<file path="src/rtl/dbvr_ram.sv">
`default_nettype none

module dbvr_ram #(
   parameter int WIDTH = 8,
   parameter int DEPTH = 16
) (
   input  wire logic                                      clock,
   input  wire logic                                      wr_en,
   input  wire logic [(DEPTH > 1 ? $clog2(DEPTH) : 1)-1:0] wr_addr,
   input  wire logic [WIDTH-1:0]                          wr_data,
   input  wire logic                                      rd_en,
   input  wire logic [(DEPTH > 1 ? $clog2(DEPTH) : 1)-1:0] rd_addr,
   output logic      [WIDTH-1:0]                          rd_data
);

   logic [WIDTH-1:0] mem_ff [DEPTH];
   logic [WIDTH-1:0] rd_data_ff;

   // One write port and one registered read port.
   always_ff @(posedge clock) begin
      if (wr_en) begin
         mem_ff[wr_addr] <= wr_data;
      end
      if (rd_en) begin
         rd_data_ff <= mem_ff[rd_addr];
      end
   end

   assign rd_data = rd_data_ff;

endmodule

`default_nettype wire

</file>
<file path="config.mk">
export PLATFORM = sky130hd
export DESIGN_NAME = dbvr_ram
export DESIGN_NICKNAME = d
export VERILOG_FILES = /design/src/rtl/dbvr_ram.sv
export SDC_FILE = /design/constraint.sdc
export NUM_CORES = 1
export LEC_CHECK = 0
export ABC_AREA = 1
export BUFFER_PORTS_ARGS = -buffer_cell sky130_fd_sc_hd__buf_2
export CORE_MARGIN = 4
export CORE_UTILIZATION = 35
export DETAILED_ROUTE_END_ITERATION = 16
export PLACE_DENSITY = 0.54
export SLEW_MARGIN = 20
export SYNTH_ARGS = -nofsm -noshare
export SYNTH_HDL_FRONTEND = slang
export SYNTH_SLANG_ARGS = --single-unit
</file>
<file path="constraint.sdc">
create_clock -name clock -period 1.5 [get_ports clock]
set_input_delay 0.225 -clock clock [delete_from_list [all_inputs] [get_ports clock]]
set_output_delay 0.225 -clock clock [all_outputs]
set_load 0.01 [all_outputs]
</file>
==> summary.txt, run 1 <==
Status
  • Status: completed

Power and ir drop
  • Share of total power in the clock network: ~43%
  • Peak VDD IR: approximately 670 uV
  • Leak Pwr: 2.93 nW
  • P_int: 6.68 mW
  • Pwr Density: roughly 1200 nW/um2
  • Switching share of power: 21.7%
  • Post-layout total power: 8.54 mW
  • Net Sw Power: between 1.5 and 2 mW
  • Combinational share of power: 6.3%
  • Register share of total power: 50.5%

Synth
  • Share of the synthesized area in the top cell type: 69.8%
  • Dominant cell by count in the synthesized netlist: nand2_1
  • Sequential share of the synthesized area: between 60 and 70%
  • Predominant post-synthesis flop cell: edfxtp_1
  • Syn_nets: 570
  • YS warnings: 0
  • Netlist cell types: 11
  • Synth area leader: edfxtp_1
  • Asr flop ratio synth: 0%
  • Top post-synthesis cells by area: edfxtp_1 70%, nand2_1 11%, nand3_1 8.3%, inv_1 6.4%, buf_6 1.2%
  • Netlist Area Pre-Place: 5850 um2
  • Commonest cells in the netlist: 173 x nand2_1, 136 x edfxtp_1, 100 x inv_1
  • Avg Inst Size Synth: 10.6 um2
  • #FFs+latches synth: around 140
  • Post-synth EDFFs: 136
  • Cell count after synthesis: 551

Clock tree
  • CTS buffer count: 17
  • TritonCTS Sinks: 136
  • Post-CTS Setup Repair Bufs: 0
  • Clk root buf: clkbuf_16
  • CTS tree: built
  • Total number of H-tree levels: 4
  • Hold buffers post-CTS: 0
  • Worst-case clock buffer depth: 2
  • CTS resizes: 0
  • Clock Latency Late Sink: 0.41 ns
  • Worst-path clk slew: 0.06 ns

Route
  • Starting DRT DRC Count: 320
  • Vias per inst: 4.60
  • # DRC: 0
  • First drt pass iteration count: 5
  • Final ANT Viol Nets: 0
  • DR vias: 3797
  • DRT Wirelength: between 10000 and 15000 um
  • WL per Instance: ~17 um

Timing
  • Worst clock skew: 0.00439 ns
  • Final Setup Violations: 0
  • Worst slew pin tran: 0.637 ns
  • Hold violation total from the final report: 0
  • Clock period minus final worst setup slack: 1.26 ns
  • Max_slew headroom: 57.4%
  • Total negative slack: 0 ns
  • Fin crit share: 83.8%
  • Hold WS: 0.185 ns
  • Max-slew violations: 0
  • FMAX: between 700 and 800 MHz
  • RSZ-0062 raised after global routing: no

Setup path
  • Crit path to: rd_data[0]
  • Bufs and invs on worst path: 1
  • Crit path depth: 1
  • FF-to-FF setup slack: between 0.3 and 0.4 ns
  • Worst path slowest cell: edfxtp_1
  • Max stage delay on crit path: approximately 0.44 ns
  • Worst Setup SP: rd_data[0]
  • Cells on worst reg2reg path: 6
  • CP top delay family: flip-flops
  • Worst-path cell chain: buf_2
  • Worst Path Required: about 1.3 ns
  • Reg2Reg Launch Point: mem_ff[11][1]
  • Reg2reg end: rd_data[1]
  • CP endpoint kind: primary output
  • Crit path kind: register to primary output
  • Worst EP arrival: between 1 and 1.5 ns
  • Worst-path fanout max: 1
  • Critical Path Start Type: register

Place
  • I/O Buffers: 26
  • DP Cell Count: 794
  • Final Wtd Congestion: 0.785
  • Hpwl dp: 8530 um

Global routing
  • GR peak layer: met2
  • GR Util All Layers: 15.6%
  • Met2 global-route usage: 24.7%
  • Vias in the first global route: roughly 3800
  • Grt met1 use: between 20% and 30%
  • First-pass GRT wire length: 21300 um
  • Overflow after GRT: 0
  • Met3 usage: ~3.2%
  • Largest net degree at the start of global routing: 33
  • Initial antenna violation count: 0

Floorplan
  • Placeable Area: 16100 um2
  • Die area: roughly 19000 um2
  • DIE WIDTH: approximately 140 um
  • Row cnt: 46
  • Starting Density: about 36%
  • Die Ht: 137 um
  • Ports: 27

Layout
  • Fill count: 1545
  • Final nets: 616
  • Share of layout cells above drive strength 1: between 10 and 15%
  • Area Growth Syn to Fin: 17.0%
  • Ant diodes: 0
  • Cell Count, Final, Fillers Out: 826
  • Util after Layout: 42.4%

Job
  • Max_cap viols: 0

Worst hold path
  • Min-Delay Path Class: input port to register
routing by layer:
metal | routed length, um | vias up
met3 | 707 | 14
li1 | - | 1869
met4 | 264 | 0
met1 | 6300 | 1796
met5 | 0 | -
met2 | 6400 | 118
worst register-to-register path, delay by kind of cell, from the launching register on:
| kind | cells | cell delay [ns] |
|---|---|---|
| buffers and inverters | 1 | 0.06 |
| flip-flops | 1 | 0.35 |
| AND/OR/NAND/NOR | 5 | 0.49 |
registers in the layout (all words and copies together) (netlist names):
register and flops:
mem_ff 128, rd_data 8
area by class of cell:
cell class	instances	area [um2]	area share, %
clock buffer	20	437	6.38
clock inverter	12	85.1	1.24
inverter	102	383	5.60
multi-input combinational	289	1210	17.7
sequential	136	4080	59.7
tap	216	270	3.95
timing repair buffer	51	368	5.38
worst min-delay path by stage:
stage	cells past startpoint	to	slack [ns]	from
after global placement	1	rd_data[6]	0.60	rd_en
after detailed placement	1	rd_data[6]	0.60	rd_en
after floorplan	0	mem_ff[0][0]	0.32	wr_data[0]
final	1	rd_data[7]	0.18	rd_en
after global routing	1	rd_data[7]	0.18	rd_en
after CTS	1	rd_data[7]	0.17	rd_en
kinds of logic (layout without fill, tap and decap cells):
family	after synthesis	count (layout)	synth area share [%]
buffers and inverters	126	185	9.39
AND/OR/NAND/NOR	289	289	20.8
flip-flops	136	136	69.8
cell usage in the layout, fill, tap and decap left out:
cell type,n
buf_12,4
buf_2,26
buf_4,21
bufinv_16,1
clkbuf_1,3
clkbuf_16,17
clkinv_1,4
clkinv_2,5
clkinvlp_4,2
edfxtp_1,136
inv_1,100
inv_2,2
nand2_1,173
nand3_1,97
nand3b_1,2
nor2_1,17
power groups by stage:
| stage | sequential, mW | clock, mW | combinational [mW] |
|---|---|---|---|
| 2_1_floorplan | 4.39 | 0 | 0.300 |
| 3_3_place_gp | 4.39 | 0 | 0.545 |
| 3_5_place_dp | 4.39 | 0 | 0.548 |
| 4_1_cts | 4.31 | 3.74 | 0.550 |
| 5_1_grt | 4.32 | 3.92 | 0.609 |
| 6_report | 4.31 | 3.68 | 0.540 |
metrics by stage:
step / instance area (um2) / setup WS, ns
2_1_floorplan: 5850 / 0.324
3_3_place_gp: 6320 / -0.0104
3_5_place_dp: 6320 / -0.00568
4_1_cts: 6840 / 0.203
5_1_grt: 6840 / 0.220
6_report: 6840 / 0.244
Power figures use the tool's default switching activity.
==> run 2: changes to the inputs <==
==> constraint.sdc (replaced) <==
create_clock -name clock -period 1.3 [get_ports clock]
set_input_delay 0.195 -clock clock [delete_from_list [all_inputs] [get_ports clock]]
set_output_delay 0.195 -clock clock [all_outputs]
set_load 0.01 [all_outputs]
==> run 2 against run 1 <==
- hold slack worse by 0.039 ns
- clock power is 31% higher
- first-iteration DRC count up 5.3%
- power grew 22%
- combinational power rose by 18%
- via count decreased by 0.24%
- clock skew up 0.0015 ns
- final cell count grew 0.36%
- register-to-register slack worse by 0.18 ns
- flip-flop and latch count stayed put
- sequential share of layout area decreased by 0.91 points
- die area stayed put
- critical endpoint unchanged
- largest power group unchanged
==> summary.txt, run 2 (synthesized netlist as in run 1, its figures left out) <==
Floorplan
  • Starting Density: 36.3% (unchanged)
  • DIE WIDTH: 137 um (unchanged)
  • Placeable Area: 16100 um2 (unchanged)
  • Row cnt: 46 (unchanged)
  • Die area: 18800 um2 (unchanged)
  • Die Ht: 137 um (unchanged)
  • Ports: 27 (unchanged)

Clock tree
  • CTS buffer count: 17 (unchanged)
  • Hold buffers post-CTS: 0 (unchanged)
  • CTS resizes: 0 (unchanged)
  • Clock Latency Late Sink: 0.41 ns (about the same)
  • Clk root buf: clkbuf_16 (unchanged)
  • TritonCTS Sinks: 136 (unchanged)
  • Worst-case clock buffer depth: 2 (unchanged)
  • Total number of H-tree levels: 4 (unchanged)
  • Post-CTS Setup Repair Bufs: 0 (unchanged)
  • Worst-path clk slew: 0.05 ns (was 0.06 ns)
  • CTS tree: built (unchanged)

Global routing
  • GR Util All Layers: 15.6% (about the same)
  • Initial antenna violation count: 0 (unchanged)
  • First-pass GRT wire length: 21400 um (was 21300 um)
  • Overflow after GRT: 0 (unchanged)
  • Grt met1 use: 21.8% (was 21.0%)
  • GR peak layer: met2 (unchanged)
  • Vias in the first global route: 3620 (was 3767)
  • Largest net degree at the start of global routing: 33 (unchanged)
  • Met2 global-route usage: 24.2% (was 24.7%)
  • Met3 usage: 3.40% (was 3.21%)

Layout
  • Max FFs per register: 128 (unchanged)
  • Most common cell after layout, fill and taps aside: nand2_1 (unchanged)
  • Util after Layout: 43.1% (was 42.4%)
  • Final nets: 619 (was 616)
  • Area Growth Syn to Fin: 18.8% (was 17.0%)
  • Share of layout cells above drive strength 1: 13.1% (was 12.8%)
  • Commonest cells after routing, fill and taps aside: 173 x nand2_1, 136 x edfxtp_1, 100 x inv_1, 97 x nand3_1, 26 x buf_2 (unchanged)
  • Ant diodes: 0 (unchanged)
  • Biggest register: mem_ff (unchanged)
  • Cell Count, Final, Fillers Out: 829 (was 826)

Setup path
  • Worst-path fanout max: 1 (unchanged)
  • CP top delay family: flip-flops (unchanged)
  • Worst Setup SP: rd_data[0] (unchanged)
  • Max stage delay on crit path: 0.44 ns (about the same)
  • Bufs and invs on worst path: 1 (unchanged)
  • Worst path slowest cell: edfxtp_1 (unchanged)
  • Worst EP arrival: 1.03 ns (about the same)
  • Reg2Reg Launch Point: mem_ff[11][1] (unchanged)
  • Worst-path cell chain: buf_2 (unchanged)
  • CP endpoint kind: primary output (unchanged)
  • Crit path kind: register to primary output (unchanged)
  • Critical Path Start Type: register (unchanged)
  • Worst Path Required: 1.11 ns (was 1.27 ns)

Job
  • Max_cap viols: 0 (unchanged)

Place
  • I/O Buffers: 26 (unchanged)
  • DP Cell Count: 797 (was 794)
  • Hpwl dp: 8710 um (was 8530 um)
  • Final Wtd Congestion: 0.812 (was 0.785)

Timing
  • FMAX: 818 MHz
  • Max_slew headroom: 60.5% (was 57.4%)
  • Hold violation total from the final report: 0 (unchanged)
  • RSZ-0062 raised after global routing: no (unchanged)
  • Final Setup Violations: 0 (unchanged)
  • Max-slew violations: 0 (unchanged)
  • Fin crit share: 94.0%
  • Worst clock skew: 0.00593 ns (was 0.00439 ns)
  • Clock period minus final worst setup slack: 1.22 ns
  • Worst slew pin tran: 0.592 ns (was 0.637 ns)

Status
  • Status: completed (unchanged)

Power and ir drop
  • Leak Pwr: 2.98 nW (was 2.93 nW)
  • Peak VDD IR: 886 uV (was 667 uV)
  • Pwr Density: 1500 nW/um2 (was 1250 nW/um2)

Route
  • WL per Instance: 16.5 um (was 16.6 um)
  • Starting DRT DRC Count: 337 (was 320)
  • # DRC: 0 (unchanged)
  • DR vias: 3788 (was 3797)
  • Final ANT Viol Nets: 0 (unchanged)
  • DRT Wirelength: 13700 um (about the same)
  • First drt pass iteration count: 5 (unchanged)
  • Vias per inst: 4.57 (was 4.60)

Worst hold path
  • Hold_sp: rd_en (unchanged)
  • Min-Delay Path Class: input port to register (unchanged)
run 2: cell type report:
type                    count  area, um2
inverters                 102        383
repair buffers             54        403
multi-input cells         289       1210
fillers                  1542       9170
clock buffers              20        437
flip-flops and latches    136       4080
clock inverters            12        156
well taps                 216        270
run 2: metal layers:
metal | wire length (um) | vias up
met4 | 243 | 0
met3 | 678 | 16
met1 | 6450 | 1797
li1 | - | 1881
met2 | 6330 | 94
met5 | 0 | -
run 2: through the flow:
| stage | hold WS (ns) | total power, mW | TNS [ns] | setup WS (ns) | area [um2] |
|---|---|---|---|---|---|
| 6_report | 0.146 | 10.4 | 0 | 0.0782 | 6950 |
| 5_1_grt | 0.138 | 10.8 | 0 | 0.0455 | 6950 |
| 4_1_cts | 0.136 | 10.5 | 0 | 0.0350 | 6950 |
| 3_5_place_dp | 0.566 | 5.71 | -1.23 | -0.185 | 6350 |
| 3_3_place_gp | 0.561 | 5.71 | -1.10 | -0.158 | 6350 |
| 2_1_floorplan | 0.294 | 5.41 | 0 | 0.154 | 5850 |
run 2: where the power goes:
| part | internal, mW | switching, mW |
|---|---|---|
| Combinational | 0.201 | 0.434 |
| Clock | 3.16 | 1.66 |
| Sequential | 4.94 | 0.0325 |
| Total | 8.31 | 2.13 |
run 2: worst paths after layout:
kind | slack [ns] | cells after the start | endpoint
setup / recovery | 0.08 | 1 | rd_data[0]
hold / removal | 0.15 | 1 | rd_data[7]
setup reg to reg | 0.17 | 6 | rd_data[1]
hold reg to reg | 0.77 | 6 | rd_data[5]
==> run 3: changes to the inputs <==
--- a/config.mk
+++ b/config.mk
@@ -7,10 +7,13 @@
 export LEC_CHECK = 0
 export ABC_AREA = 1
 export BUFFER_PORTS_ARGS = -buffer_cell sky130_fd_sc_hd__buf_2
+export CELL_PAD_IN_SITES_DETAIL_PLACEMENT = 2
+export CELL_PAD_IN_SITES_GLOBAL_PLACEMENT = 2
 export CORE_MARGIN = 4
 export CORE_UTILIZATION = 35
 export DETAILED_ROUTE_END_ITERATION = 16
-export PLACE_DENSITY = 0.54
+export PLACE_DENSITY = 0.74
+export RECOVER_POWER = 25
 export SLEW_MARGIN = 20
 export SYNTH_ARGS = -nofsm -noshare
 export SYNTH_HDL_FRONTEND = slang
==> run 3 against run 2 <==
- worst setup slack worse by 0.015 ns
- flip-flop and latch count stayed put
- cell area up 1.2%
- power is 3.8% higher
- non-clock buffer count up 1
- clock power grew 6.2%
- utilization rose by 0.51 points
- combinational power up 14%
- global-route usage up 5.6 points
- via count grew 9.5%
- clock-buffer cell count fell by 1
- critical path depth up 5
- largest power group is now the clock network
==> summary.txt, run 3 (synthesized netlist as in run 1, its figures left out) <==
Status
  • Status: completed (unchanged)

Job
  • Max_cap viols: 0 (unchanged)

Power and ir drop
  • Post-layout total power: 10.8 mW (was 10.4 mW)
  • Peak VDD IR: 1080 uV (was 886 uV)
  • Leak Pwr: 3.00 nW (was 2.98 nW)
  • Pwr Density: 1540 nW/um2 (was 1500 nW/um2)

Floorplan
  • Placeable Area: 16100 um2 (unchanged)
  • Starting Density: 36.3% (unchanged)
  • Die area: 18800 um2 (unchanged)
  • Row cnt: 46 (unchanged)
  • Die Ht: 137 um (unchanged)
  • DIE WIDTH: 137 um (unchanged)
  • Ports: 27 (unchanged)

Clock tree
  • CTS tree: built (unchanged)
  • Worst-path clk slew: 0.06 ns (was 0.05 ns)
  • CTS buffer count: 17 (unchanged)
  • Worst-case clock buffer depth: 2 (unchanged)
  • TritonCTS Sinks: 136 (unchanged)
  • Clk root buf: clkbuf_16 (unchanged)
  • Total number of H-tree levels: 4 (unchanged)
  • Clock Latency Late Sink: 0.43 ns (was 0.41 ns)

Timing
  • Clock period minus final worst setup slack: 1.24 ns (was 1.22 ns)
  • RSZ-0062 raised after global routing: no (unchanged)
  • FMAX: 809 MHz (was 818 MHz)
  • Hold violation total from the final report: 0 (unchanged)
  • Max-slew violations: 0 (unchanged)
  • Worst clock skew: 0.00609 ns (was 0.00593 ns)
  • Worst slew pin tran: 0.870 ns (was 0.592 ns)
  • Slack of the critical path: 0.0635 ns (was 0.0782 ns)
  • Final Setup Violations: 0 (unchanged)
  • Fin crit share: 95.1% (was 94.0%)
  • Max_slew headroom: 42.0% (was 60.5%)
  • Hold WS: 0.217 ns (was 0.146 ns)

Place
  • Final Wtd Congestion: 0.788 (was 0.812)
  • Hpwl dp: 11900 um (was 8710 um)
  • Dpl cell area: 6410 um2 (was 6350 um2)
  • Place WS: -0.269 ns (was -0.185 ns)
  • I/O Buffers: 26 (unchanged)

Worst hold path
  • Worst Hold Path EP: mem_ff[3][5] (was rd_data[7])
  • Hold path depth: 1 (unchanged)
  • Hold_sp: wr_data[5] (was rd_en)
  • Min-Delay Path Class: input port to register (unchanged)

Global routing
  • Vias in the first global route: 4671 (was 3620)
  • Overflow after GRT: 0 (unchanged)
  • Largest net degree at the start of global routing: 33 (unchanged)
  • First-pass GRT wire length: 28300 um (was 21400 um)
  • Initial antenna violation count: 0 (unchanged)
  • GR Util All Layers: 21.2% (was 15.6%)

Route
  • DR vias: 4147 (was 3788)
  • DRT Wirelength: 18500 um (was 13700 um)
  • Starting DRT DRC Count: 359 (was 337)
  • Final ANT Viol Nets: 0 (unchanged)
  • # DRC: 0 (unchanged)
  • WL per Instance: 22.3 um (was 16.5 um)
  • Vias per inst: 5.00 (was 4.57)
  • First drt pass iteration count: 4 (was 5)

Setup path
  • Worst-path fanout max: 1 (unchanged)
  • CP endpoint kind: register (was primary output)
  • Critical Path Start Type: register (unchanged)
  • Cells on worst reg2reg path: 6 (unchanged)
  • Reg2Reg Launch Point: mem_ff[8][4] (was mem_ff[11][1])
  • Worst EP arrival: 1.42 ns (was 1.03 ns)
  • Worst Path Required: 1.48 ns (was 1.11 ns)
  • FF-to-FF setup slack: 0.06 ns (was 0.17 ns)
  • Reg2reg end: rd_data[4] (was rd_data[1])
  • Crit path kind: register to register (was register to primary output)

Layout
  • Ant diodes: 0 (unchanged)
  • Util after Layout: 43.6% (was 43.1%)
  • Commonest cells after routing, fill and taps aside: 173 x nand2_1, 136 x edfxtp_1, 100 x inv_1, 95 x nand3_1, 21 x buf_2 (was 173 x nand2_1, 136 x edfxtp_1, 100 x inv_1, 97 x nand3_1, 26 x buf_2)
  • Max FFs per register: 128 (unchanged)
  • Share of layout cells above drive strength 1: 12.7% (was 13.1%)
  • Final nets: 620 (was 619)
  • Area Growth Syn to Fin: 20.2% (was 18.8%)
  • Most common cell after layout, fill and taps aside: nand2_1 (unchanged)
  • Sequential cell area: 4080 um2 (unchanged)
  • Area of the multi-input gates: 1220 um2 (was 1210 um2)
  • Fill count: 1710 (was 1542)
  • Final Cell Area: 7030 um2 (was 6950 um2)
  • Biggest register: mem_ff (unchanged)
## run 3: layer usage
layer | part of all wire [%] | up-vias | global-route usage [%]
met2 | 51 | 115 | 36.2
met5 | 0 | - | 0
met1 | 41 | 2118 | 26.4
met4 | 3.1 | 0 | 8.43
li1 | - | 1880 | -
met3 | 5.4 | 34 | 4.35
## run 3: worst max-delay path by stage
stage	start	endpoint	slack [ns]	depth (start not counted)
5_1_grt	mem_ff[9][5]	rd_data[5]	0.01	6
2_1_floorplan	wr_addr[2]	mem_ff[10][0]	0.15	2
3_5_place_dp	rd_addr[0]	rd_data[2]	-0.27	8
6_report	mem_ff[8][4]	rd_data[4]	0.06	6
3_3_place_gp	rd_addr[0]	rd_data[5]	-0.17	8
4_1_cts	mem_ff[10][2]	rd_data[2]	0.01	6
## run 3: power breakdown
group	leakage, nW	switching, mW	internal (mW)
clock network	0.294	1.78	3.35
registers	1.24	0.0371	4.94
logic	1.48	0.506	0.218
## run 3: worst max-delay path: stages (launching register included)
cell      delay [ns]
edfxtp_1        0.36
inv_1           0.08
nand2_1         0.08
nand3_1         0.12
nand3_1         0.10
nand3_1         0.17
nand2_1         0.07
## run 3: final cells by class
type	count	area share (%)
inverters	102	5.45
clock inverters	12	2.58
flip-flops and latches	136	58.1
multi-input cells	289	17.4
well taps	216	3.84
clock buffers	19	6.16
repair buffers	55	6.46
## run 3: timing repair
| item | CTS | global route |
|---|---|---|
| endpoints found under the setup margin | 0 | 2 |
| gates resized for setup | 0 | 2 |
| buffers inserted | 0 | 0 |
| hold buffers | 0 | 0 |
## run 3: per-stage QoR
step / setup TNS (ns) / std cells
after floorplan: 0 / 551
after global placement: -0.975 / 798
after global routing: 0 / 829
after CTS: 0 / 829
after detailed placement: -1.40 / 798
final: 0 / 829
